**src/sv/mie_pkg.sv**
```systemverilog
// Package for the MIPS64 integer execute core.
// Holds the shared constants, controller state type and command/status structs.
// Used by mie_ctrl, mie_dp and the top level; depends on nothing.
package mie_pkg;

  localparam int unsigned REG_COUNT = 32;
  localparam int unsigned REG_AW = $clog2(REG_COUNT);

  localparam logic [31:0] RESET_VECTOR_DEFAULT = 32'hBFC0_0000;

  // Memory request codes.
  localparam logic [1:0] REQ_NONE  = 2'd0;
  localparam logic [1:0] REQ_READ  = 2'd1;
  localparam logic [1:0] REQ_WRITE = 2'd2;

  // Access size codes.
  localparam logic [1:0] SIZE_BYTE   = 2'd0;
  localparam logic [1:0] SIZE_HALF   = 2'd1;
  localparam logic [1:0] SIZE_WORD   = 2'd2;
  localparam logic [1:0] SIZE_DOUBLE = 2'd3;

  // Controller states.
  typedef enum logic [2:0] {
    S_IDLE,
    S_RS,
    S_RT,
    S_EXEC,
    S_DIV
  } state_t;

  // Commands from the controller to the datapath.
  typedef struct packed {
    logic accept;
    logic rd_rt;
    logic latch_a;
    logic latch_b;
    logic exec;
    logic div_step;
  } cmd_t;

  // Status from the datapath to the controller.
  typedef struct packed {
    logic div_start;
    logic div_done;
  } status_t;

endpackage

```
**src/sv/mie_ctrl.sv**
```systemverilog
// Controller state machine of the MIPS64 integer execute core.
// Sequences operand reads, execution and division; owns the result valid flag.
// Depends on mie_pkg.
module mie_ctrl (
  input  logic              clk,
  input  logic              rst,
  input  logic              in_valid,
  output logic              in_ready,
  output logic              out_valid,
  input  logic              out_ready,
  output mie_pkg::cmd_t     cmd,
  input  mie_pkg::status_t  st
);

  mie_pkg::state_t state, state_next;
  logic can_fire;

  assign can_fire = !out_valid || out_ready;

  // State register.
  always_ff @(posedge clk) begin
    if (rst) begin
      state <= mie_pkg::S_IDLE;
    end else begin
      state <= state_next;
    end
  end

  // Next state.
  always_comb begin
    state_next = state;
    unique case (state)
      mie_pkg::S_IDLE: if (in_valid) state_next = mie_pkg::S_RS;
      mie_pkg::S_RS:   state_next = mie_pkg::S_RT;
      mie_pkg::S_RT:   state_next = mie_pkg::S_EXEC;
      mie_pkg::S_EXEC: begin
        if (can_fire) state_next = st.div_start ? mie_pkg::S_DIV : mie_pkg::S_IDLE;
      end
      mie_pkg::S_DIV:  if (st.div_done) state_next = mie_pkg::S_IDLE;
      default:         state_next = mie_pkg::S_IDLE;
    endcase
  end

  // Command outputs.
  always_comb begin
    cmd = '0;
    in_ready = 1'b0;
    unique case (state)
      mie_pkg::S_IDLE: begin
        in_ready = 1'b1;
        cmd.accept = in_valid;
      end
      mie_pkg::S_RS: begin
        cmd.rd_rt = 1'b1;
        cmd.latch_a = 1'b1;
      end
      mie_pkg::S_RT:   cmd.latch_b = 1'b1;
      mie_pkg::S_EXEC: cmd.exec = can_fire;
      mie_pkg::S_DIV:  cmd.div_step = 1'b1;
      default:         cmd = '0;
    endcase
  end

  // Result valid flag: set by an execution, cleared by a transfer.
  always_ff @(posedge clk) begin
    if (rst) begin
      out_valid <= 1'b0;
    end else if (cmd.exec) begin
      out_valid <= 1'b1;
    end else if (out_ready) begin
      out_valid <= 1'b0;
    end
  end

  a_accept_to_rs: assert property (@(posedge clk) disable iff (rst)
    (state == mie_pkg::S_IDLE && in_valid) |=> state == mie_pkg::S_RS)
    else $error("accepted item did not start an operand read");

  a_div_from_exec: assert property (@(posedge clk) disable iff (rst)
    (state == mie_pkg::S_DIV && $past(state) != mie_pkg::S_DIV)
      |-> $past(state) == mie_pkg::S_EXEC)
    else $error("division entered without an execution");

  a_result_after_exec: assert property (@(posedge clk) disable iff (rst)
    $rose(out_valid) |-> $past(state) == mie_pkg::S_EXEC)
    else $error("result appeared without an execution");

endmodule

```
**config.mk**
```make
export PLATFORM = sky130hd
export DESIGN_NAME = mie_ctrl
export DESIGN_NICKNAME = d
export VERILOG_FILES = /design/src/sv/mie_pkg.sv /design/src/sv/mie_ctrl.sv
export SDC_FILE = /design/constraint.sdc
export NUM_CORES = 1
export LEC_CHECK = 0
export BUFFER_PORTS_ARGS = -buffer_cell sky130_fd_sc_hd__buf_4
export CAP_MARGIN = 20
export CORE_AREA = 8 8 45 47
export CTS_BUF_LIST = sky130_fd_sc_hd__clkbuf_2 sky130_fd_sc_hd__clkbuf_4 sky130_fd_sc_hd__clkbuf_8
export CTS_CLUSTER_SIZE = 12
export DETAILED_ROUTE_END_ITERATION = 10
export DIE_AREA = 0 0 53 55
export MAX_ROUTING_LAYER = met4
export SLEW_MARGIN = 20
export SYNTH_ARGS = -nofsm -noshare
export SYNTH_HDL_FRONTEND = slang
export SYNTH_SLANG_ARGS = --single-unit
```
**constraint.sdc**
```tcl
create_clock -name clk -period 1.85 [get_ports clk]
set_input_delay 0.37 -clock clk [delete_from_list [all_inputs] [get_ports clk]]
set_output_delay 0.37 -clock clk [all_outputs]
set_load 0.005 [all_outputs]
```
**Word-level counts from Yosys, hierarchy flattened**

Index checks and enable logic that the tools add are counted.

- Input bits: 6
- Bits in registers: 4
- Output and inout port bits: 8

- Multiplexer cells: 13
- Reduce and logical (&&, ||, !) cells: 5
- Equal/unequal tests: 7

Operators with widths:

| operator | count |
|---|---|
| $pmux 3 s5 | 1 |
| $mux 3 | 4 |
| $mux 1 | 7 |
| $eq 3x2->1 const B | 2 |
| $ne 2x2->1 const B | 3 |
| $eq 3x1->1 const B | 1 |
| $eq 3x3->1 const B | 1 |
| $logic_not 3->1 | 1 |
| $reduce_and 3->1 | 1 |
| $mux 2 | 1 |
| $reduce_bool 2->1 | 1 |
| $logic_not 1->1 | 1 |
| $logic_or 1x1->1 | 1 |

**Logic depth before layout (Yosys ltp)**

Gate-level depths: netlist of the first run.

- Word-level depth: 4
- Depth in mapped cells: 4
- Gate-level depth less buffers: 3

**Worst setup path after synthesis of the first run**

Ideal clock, no wire load.

- Path type: register -> output
- From: register state[1]
- To: output port cmd[4] in the netlist's numbering
- Slack: 0.590 ns
- Data required time: 1.480 ns
- Arrival time: 0.890 ns
- Path buffers: 2
- Cell stages (with the launch flop): 4
- Path through: dfxtp_1 -> buf_2 -> nor3b_1 -> buf_4

RTL lines:

| item | line | text |
|---|---|---|
| start, declared | mie_ctrl.sv:15 | `mie_pkg::state_t state, state_next;` |
| start signal, assigned | mie_ctrl.sv:23 | `state <= mie_pkg::S_IDLE;` |
| start signal, assigned | mie_ctrl.sv:25 | `state <= state_next;` |
| end, declared | mie_ctrl.sv:11 | `output mie_pkg::cmd_t cmd,` |

==> impl_metrics.yaml, run 1 <==
synthesis:
  yosys-top-cells-area: "dfxtp_1 (33%), buf_4 (9.2%), nor3_1 (6.1%)"
  synth_area_um2: 245.2
  yosysWarnings: 0
  ys_types: 18
  avgSynthCellArea_um2: 8.175
  yosysTopAreaCellShare: 0.3265
  synth-seq-area-share: 0.3265
  synth_area_leader_cell: "dfxtp_1"
  syn_inst: 30
  syn-num-nets: 36
  synth_seq_cells: 4
sta:
  maxSlewViolCount: 0
  fin_ws_ps: 270.3
  worst_pin_slew_ps: 360.3
  max_freq_mhz: 633.0
  fin_crit_sh: 0.8539
  maxSlewHeadroom: 0.7594
  skew_ps: 0.2185
  rsz0062_at_grt: "false"
  tns_ps: 0
  hold_viol: 0
  setup_violations: 0
  post-route-min-period_ps: 1580
clock_network:
  clk_latency_ps: 230
  cts_tree: "built"
  cts_resized: 0
  cts_hold_buf: 0
  numCtsBuffers: 3
  h-tree-depth: 1
  cts_buffer_depth: 2
  clockRootBuffer: "clkbuf_4"
  clkTransAtPathRegs_ps: 40
  numClockSinks: 4
  cts_setup_buffers: 0
global_route:
  grt_use_total: 0.05631
  antenna_found_initial: 0
  grt_start_max_net_pins: 13
  grt_remaining_overflow: 0
  grt_pass1_vias: 250
  grt_pass1_wl_mm: 1.110
power:
  powerDensity_nw_per_um2: 745.1
  ir_drop_v: 0.0002676
  leakage_nw: 0.1532
cells_and_area:
  layout_commonest_cell: "buf_4"
  drive_above_1_share: 0.4286
  nets: 50
  final_cell_mix: "buf_4 (13), dfxtp_1 (4), nor2_1 (3), nor3_1 (3), clkbuf_4 (3)"
  diodes: 0
  area_growth_pct: 45.92
  stdcell_count: 58
place:
  place_inst: 55
  dp_hpwl_um: 477.2
  preCtsSetupSlack_ps: 509.6
  gp_congestion: 0.7262
  io_buffer_count: 13
detailed_routing:
  drtIter0Drc: 1
  drc_errors: 0
  dr.pass1.iters: 2
  detail-route-antenna-nets: 0
  vias: 246
  wl_per_cell_um: 11.07
  wirelength_um: 642
  via_per_inst: 4.241
run:
  drv_cap: 0
status:
  status: "complete, no violations"
worst_setup_path:
  end_kind: "primary output"
  critPathKind: "reg -> out"
  crit_chain: "nor3b_1 -> buf_4"
  slowest_stage: "dfxtp_1"
  path_max_fanout: 11
  start_kind: "flop"
  cp.required_ps: 1480
  crit_path_max_incr_delay_ps: 510
  worst-endpoint-arrival_ps: 1210
floorplanning:
  io_pins: 14
  dieArea_um2: 2915
  die_x_um: 53
  die_h_um: 55
  rows: 14
  core_area_um2: 1384
  start_util: 0.1772
worst_hold_path:
  min_path_type: "in -> reg"
-- final timing paths --
path,startpoint,to,slack (ps),cells past startpoint
max,state[0],cmd[4],270,2
min,rst,out_valid,320,2
max reg2reg,state[0],state[2],580,3
min reg2reg,state[0],state[1],590,1
-- cells in the mapped netlist --
cell type and number:
nor2_1 3, and2_1 1, nor2b_1 1, o21a_1 1, a21oi_1 2, and2_2 1, a2bb2oi_1 1, nand3b_1 1
nor3_1 3, or4b_1 1, a31oi_1 2, nand4b_1 1, inv_1 1, nor3b_1 2, or3_2 1, buf_4 3
dfxtp_1 4, buf_2 1
-- power breakdown --
part | leakage (nW) | total, W | internal [W] | switching, W
Combinational | 0.107 | 0.0000531 | 0.0000344 | 0.0000186
Clock | 0.0138 | 0.000110 | 0.0000727 | 0.0000372
Sequential | 0.0327 | 0.000104 | 0.0000917 | 0.0000121
Total | 0.153 | 0.000267 | 0.000199 | 0.0000679
-- metrics by stage --
stage	cell area [um2]	util	power [W]	hold slack, ps
floorplan	245.2	-	0.0001319	439.1
global placement	335.3	0.2423	0.0001583	566.3
detailed placement	335.3	0.2423	0.0001592	570.3
CTS	357.8	0.2586	0.0002748	314.1
global route	357.8	0.2586	0.0002878	321.1
finish	357.8	0.2586	0.0002666	322.6
-- final cells by class --
class | instances | area [um2]
Tap cell | 16 | 20.02
Multi-Input combinational cell | 21 | 133.9
Timing Repair Buffer | 13 | 97.59
Sequential cell | 4 | 80.08
Fill cell | 165 | 1026
Clock buffer | 3 | 22.52
Inverter | 1 | 3.754
-- per-layer routing --
layer	GRT usage	part of all wire	vias up	routed length (um)
met5	-	0	-	0
li1	-	-	131	-
met2	0.07422	0.48	6	311
met4	0.06466	0	0	0
met3	0.02674	0.039	0	25
met1	0.05623	0.48	109	305
-- registers in the layout, indices dropped and copies added (netlist names) --
signal / flops
out_valid: 1
state: 3
-- critical path: cells and delay by family, from the launching register on --
kind / cells / cell delay (ps)
buffers and inverters: 1 / 160
and+or+nand+nor: 1 / 300
DFF: 1 / 510
-- kinds of logic (layout without fill, tap and decap cells) --
group | after synthesis | after routing | share of synthesized area
compound gates | 6 | 6 | 0.1582
buf+inv | 5 | 17 | 0.1275
flops | 4 | 4 | 0.3265
simple gates | 15 | 15 | 0.3878
Power figures use the tool's default switching activity.
==> run 2: changes to the inputs <==
--- a/config.mk
+++ b/config.mk
@@ -13,6 +13,7 @@
 export DETAILED_ROUTE_END_ITERATION = 10
 export DIE_AREA = 0 0 53 55
 export MAX_ROUTING_LAYER = met4
+export RECOVER_POWER = 50
 export SLEW_MARGIN = 20
 export SYNTH_ARGS = -nofsm -noshare
 export SYNTH_HDL_FRONTEND = slang
==> impl_metrics.yaml, run 2 (synthesized netlist as in run 1, its figures left out) <==
sta:
  tns_ps: 0
  worst_pin_slew_ps: 359.5
  max_freq_mhz: 631.9
  post-route-min-period_ps: 1583
  skew_ps: 0.9401
  setup_violations: 0
  maxSlewHeadroom: 0.7600
  fin_ws_ps: 267.5
  maxSlewViolCount: 0
  hold_viol: 0
  rsz0062_at_grt: "false"
  fin_crit_sh: 0.8554
clock_network:
  h-tree-depth: 1
  numClockSinks: 4
  cts_buffer_depth: 2
  clockRootBuffer: "clkbuf_4"
  cts_hold_buf: 0
  cts_tree: "built"
  cts_resized: 0
  clkTransAtPathRegs_ps: 40
  numCtsBuffers: 3
  cts_setup_buffers: 0
  clk_latency_ps: 230
power:
  p_int_w: 0.0001984
  combinationalPowerShare: 0.198
  p_switching_w: 0.00006736
  clock_power_share: 0.412
  swShare: 0.2535
  ir_drop_v: 0.0002675
  power_frac_seq: 0.390
  leakage_nw: 0.1525
  powerDensity_nw_per_um2: 742.7
worst_setup_path:
  critPathKind: "reg -> out"
  start_kind: "flop"
  crit_path_max_incr_delay_ps: 510
  r2r_start: "state[0]"
  path_max_fanout: 11
  critPathBufInv: 1
  worst-endpoint-arrival_ps: 1210
  cp.required_ps: 1480
  startpoint: "state[0]"
  path_delay_family: "flip-flops"
  end_kind: "primary output"
  slowest_stage: "dfxtp_1"
  crit_chain: "nor3b_1 -> buf_4"
run:
  drv_cap: 0
cells_and_area:
  layout_commonest_cell: "buf_4"
  drive_above_1_share: 0.4286
  regMostFlops: "state"
  diodes: 0
  area_growth_pct: 45.92
  fill_cells: 165
  final_cell_mix: "buf_4 (11), clkbuf_4 (5), dfxtp_1 (4), nor2_1 (3), nor3_1 (3)"
  reg.largest.list: "state: 3 flops, out_valid: 1 flops"
  nets: 50
  largest_reg_flops: 3
detailed_routing:
  wirelength_um: 638
  dr.pass1.iters: 2
  drtIter0Drc: 1
  vias: 242
  via_per_inst: 4.172
  wl_per_cell_um: 11.00
  drc_errors: 0
  detail-route-antenna-nets: 0
global_route:
  grt_start_max_net_pins: 13
  grt_pass1_wl_mm: 1.110
  grt_remaining_overflow: 0
  grt_use_total: 0.05631
  grt_pass1_vias: 250
  antenna_found_initial: 0
floorplanning:
  dieArea_um2: 2915
  die_h_um: 55
  core_area_um2: 1384
  die_x_um: 53
  start_util: 0.1772
  rows: 14
  io_pins: 14
place:
  gp_congestion: 0.7262
  dp_hpwl_um: 477.2
  preCtsSetupSlack_ps: 509.6
  io_buffer_count: 13
worst_hold_path:
  holdCritStartpoint: "rst"
  min_path_type: "in -> reg"
status:
  status: "complete, no violations"
-- run 2: changes by cell type in the layout (fill, tap and decap cells not counted) --
cell / before / now
buf_4: 13 / 11
clkbuf_4: 3 / 5
-- run 2: path summary, 6_finish.rpt --
kind / endpoint / slack (ps) / cells past startpoint
hold reg to reg: state[1] / 600 / 1
setup / recovery: cmd[4] / 270 / 2
hold / removal: out_valid / 320 / 2
setup reg to reg: state[2] / 580 / 3
-- run 2: cell type report --
| type | instances | area (um2) | share of cell area |
|---|---|---|---|
| clock buffers | 3 | 22.52 | 0.06294 |
| flip-flops and latches | 4 | 80.08 | 0.2238 |
| inverters | 1 | 3.754 | 0.01049 |
| multi-input cells | 21 | 133.9 | 0.3741 |
| repair buffers | 13 | 97.59 | 0.2727 |
| well taps | 16 | 20.02 | 0.05594 |
-- run 2: power groups by stage --
stage / Combinational [W] / Sequential (W) / Clock [W]
2_1_floorplan: 0.0000369 / 0.0000949 / 0
4_1_cts: 0.0000543 / 0.000104 / 0.000117
6_report: 0.0000526 / 0.000104 / 0.000109
3_5_place_dp: 0.0000540 / 0.000105 / 0
3_3_place_gp: 0.0000533 / 0.000105 / 0
5_1_grt: 0.0000588 / 0.000105 / 0.000124
-- run 2: metrics by stage --
stage | std cells | instance area (um2) | util | hold slack [ps] | total power (W)
after floorplan | 30 | 245.2 | - | 439.1 | 0.0001319
after global placement | 55 | 335.3 | 0.2423 | 566.3 | 0.0001583
after detailed placement | 55 | 335.3 | 0.2423 | 570.3 | 0.0001592
after CTS | 58 | 357.8 | 0.2586 | 314.1 | 0.0002748
after global routing | 58 | 357.8 | 0.2586 | 321.1 | 0.0002874
final | 58 | 357.8 | 0.2586 | 322.8 | 0.0002658
-- run 2: metal layers --
metal | vias to the layer above | GRT usage | routed length (um)
met5 | - | - | 0
met4 | 0 | 0.06466 | 0
met3 | 0 | 0.02674 | 25
met2 | 6 | 0.07422 | 307
met1 | 105 | 0.05623 | 304
li1 | 131 | - | -
==> run 3: changes to the inputs <==
--- a/config.mk
+++ b/config.mk
@@ -13,6 +13,7 @@
 export DETAILED_ROUTE_END_ITERATION = 10
 export DIE_AREA = 0 0 53 55
 export MAX_ROUTING_LAYER = met4
+export PLACE_DENSITY = 0.49
 export RECOVER_POWER = 50
 export SLEW_MARGIN = 20
 export SYNTH_ARGS = -nofsm -noshare
==> constraint.sdc (replaced) <==
create_clock -name clk -period 1.85 [get_ports clk]
set_input_delay 0.185 -clock clk [delete_from_list [all_inputs] [get_ports clk]]
set_output_delay 0.185 -clock clk [all_outputs]
set_load 0.005 [all_outputs]
==> impl_metrics.yaml, run 3 (synthesized netlist as in run 1, its figures left out) <==
sta:
  worst_pin_slew_ps: 357.9
  setup_violations: 0
  maxSlewViolCount: 0
  tns_ps: 0
  skew_ps: 0.1551
  fin_crit_sh: 0.7382
  hold_viol: 0
  rsz0062_at_grt: "false"
  maxSlewHeadroom: 0.7611
  post-route-min-period_ps: 1366
  max_freq_mhz: 732.2
clock_network:
  clkTransAtPathRegs_ps: 40
  cts_buffer_depth: 2
  cts_setup_buffers: 0
  numClockSinks: 4
  cts_tree: "built"
  numCtsBuffers: 3
  clockRootBuffer: "clkbuf_4"
  clk_latency_ps: 240
  h-tree-depth: 1
  cts_hold_buf: 0
  cts_resized: 0
status:
  status: "complete, no violations"
power:
  p_int_w: 0.0001988
  ir_drop_v: 0.0002822
  power_frac_seq: 0.384
  combinationalPowerShare: 0.200
  clock_power_share: 0.416
  p_switching_w: 0.00006998
  powerDensity_nw_per_um2: 751.2
  swShare: 0.2604
  leakage_nw: 0.1526
worst_setup_path:
  end_kind: "primary output"
  crit_path_end: "cmd[3]"
  r2r_start: "state[1]"
  worst-endpoint-arrival_ps: 1180
  startpoint: "state[0]"
  cp.required_ps: 1660
  start_kind: "flop"
  rr_worst_depth: 3
  path_max_fanout: 11
  r2r_end: "state[2]"
  critPathKind: "reg -> out"
  reg2reg_slack_ps: 590
global_route:
  grt_use_met3: 0.01872
  grt_remaining_overflow: 0
  antenna_found_initial: 0
  grt_pass1_wl_mm: 1.083
  grt_use_total: 0.05571
  grt_start_max_net_pins: 13
  globalRouteMet2Util: 0.07031
  met1_usage: 0.05766
  grt_pass1_vias: 242
  grt.busiest_layer: "met4"
place:
  gp_congestion: 0.7490
  place_inst: 55
  io_buffer_count: 13
  dp_hpwl_um: 516.6
cells_and_area:
  area_growth_pct: 45.92
  drive_above_1_share: 0.4286
  final_cell_mix: "buf_4 (12), clkbuf_4 (4), dfxtp_1 (4), nor2_1 (3), nor3_1 (3)"
  diodes: 0
  regMostFlops: "state"
  reg.largest.list: "state: 3 flops, out_valid: 1 flops"
  stdcell_count: 58
  largest_reg_flops: 3
  nets: 50
  layout_commonest_cell: "buf_4"
floorplanning:
  rows: 14
  die_h_um: 55
  io_pins: 14
  dieArea_um2: 2915
  start_util: 0.1772
  die_x_um: 53
  core_area_um2: 1384
worst_hold_path:
  min_path_type: "in -> reg"
detailed_routing:
  detail-route-antenna-nets: 0
  vias: 238
  via_per_inst: 4.103
  drc_errors: 0
  wirelength_um: 682
  wl_per_cell_um: 11.76
  drtIter0Drc: 6
  dr.pass1.iters: 4
run:
  drv_cap: 0
-- run 3: changes by cell type in the layout (fill, tap and decap cells not counted), sizes merged --
cell / delta
buf: +1
clkbuf: -1
-- run 3: cell type report --
cell class | count | area [um2]
tap | 16 | 20.02
clock buffer | 3 | 22.52
multi-input combinational | 21 | 133.9
sequential | 4 | 80.08
fill | 155 | 1026
timing repair buffer | 13 | 97.59
inverter | 1 | 3.754
-- run 3: worst min-delay path by stage --
stage	from	to	slack, ps	cells after the start
final	rst	out_valid	130	2
after global routing	rst	out_valid	130	2
after CTS	rst	out_valid	130	2
after detailed placement	rst	out_valid	380	2
after global placement	rst	out_valid	380	2
after floorplan	rst	out_valid	250	1
-- run 3: worst max-delay path: stages (launching register included) --
cell and delay, ps:
dfxtp_1 500, nor3b_1 290, buf_4 160
-- run 3: through the flow --
| stage | util | hold slack [ps] | power, W | area (um2) | setup slack (ps) |
|---|---|---|---|---|---|
| after detailed placement | 0.2423 | 383.3 | 0.0001590 | 335.3 | 592.1 |
| after global placement | 0.2423 | 382.6 | 0.0001587 | 335.3 | 630.5 |
| final | 0.2586 | 134.5 | 0.0002688 | 357.8 | 484.3 |
| after floorplan | - | 254.1 | 0.0001319 | 245.2 | 719.0 |
| after CTS | 0.2586 | 127.6 | 0.0002772 | 357.8 | 467.4 |
| after global routing | 0.2586 | 128.6 | 0.0002879 | 357.8 | 390.7 |
-- run 3: power groups by stage --
stage                     clock, W  sequential [W]  combinational [W]
after floorplan                  0       0.0000949          0.0000369
after global placement           0        0.000104          0.0000545
after detailed placement         0        0.000104          0.0000547
after CTS                 0.000119        0.000103          0.0000550
after global routing      0.000125        0.000105          0.0000589
final                     0.000112        0.000103          0.0000537
-- run 3: per-layer routing --
| metal | wire length (um) | share of wire |
|---|---|---|
| met5 | 0 | 0 |
| met2 | 337 | 0.49 |
| met4 | 0 | 0 |
| met1 | 327 | 0.48 |
| met3 | 17 | 0.025 |
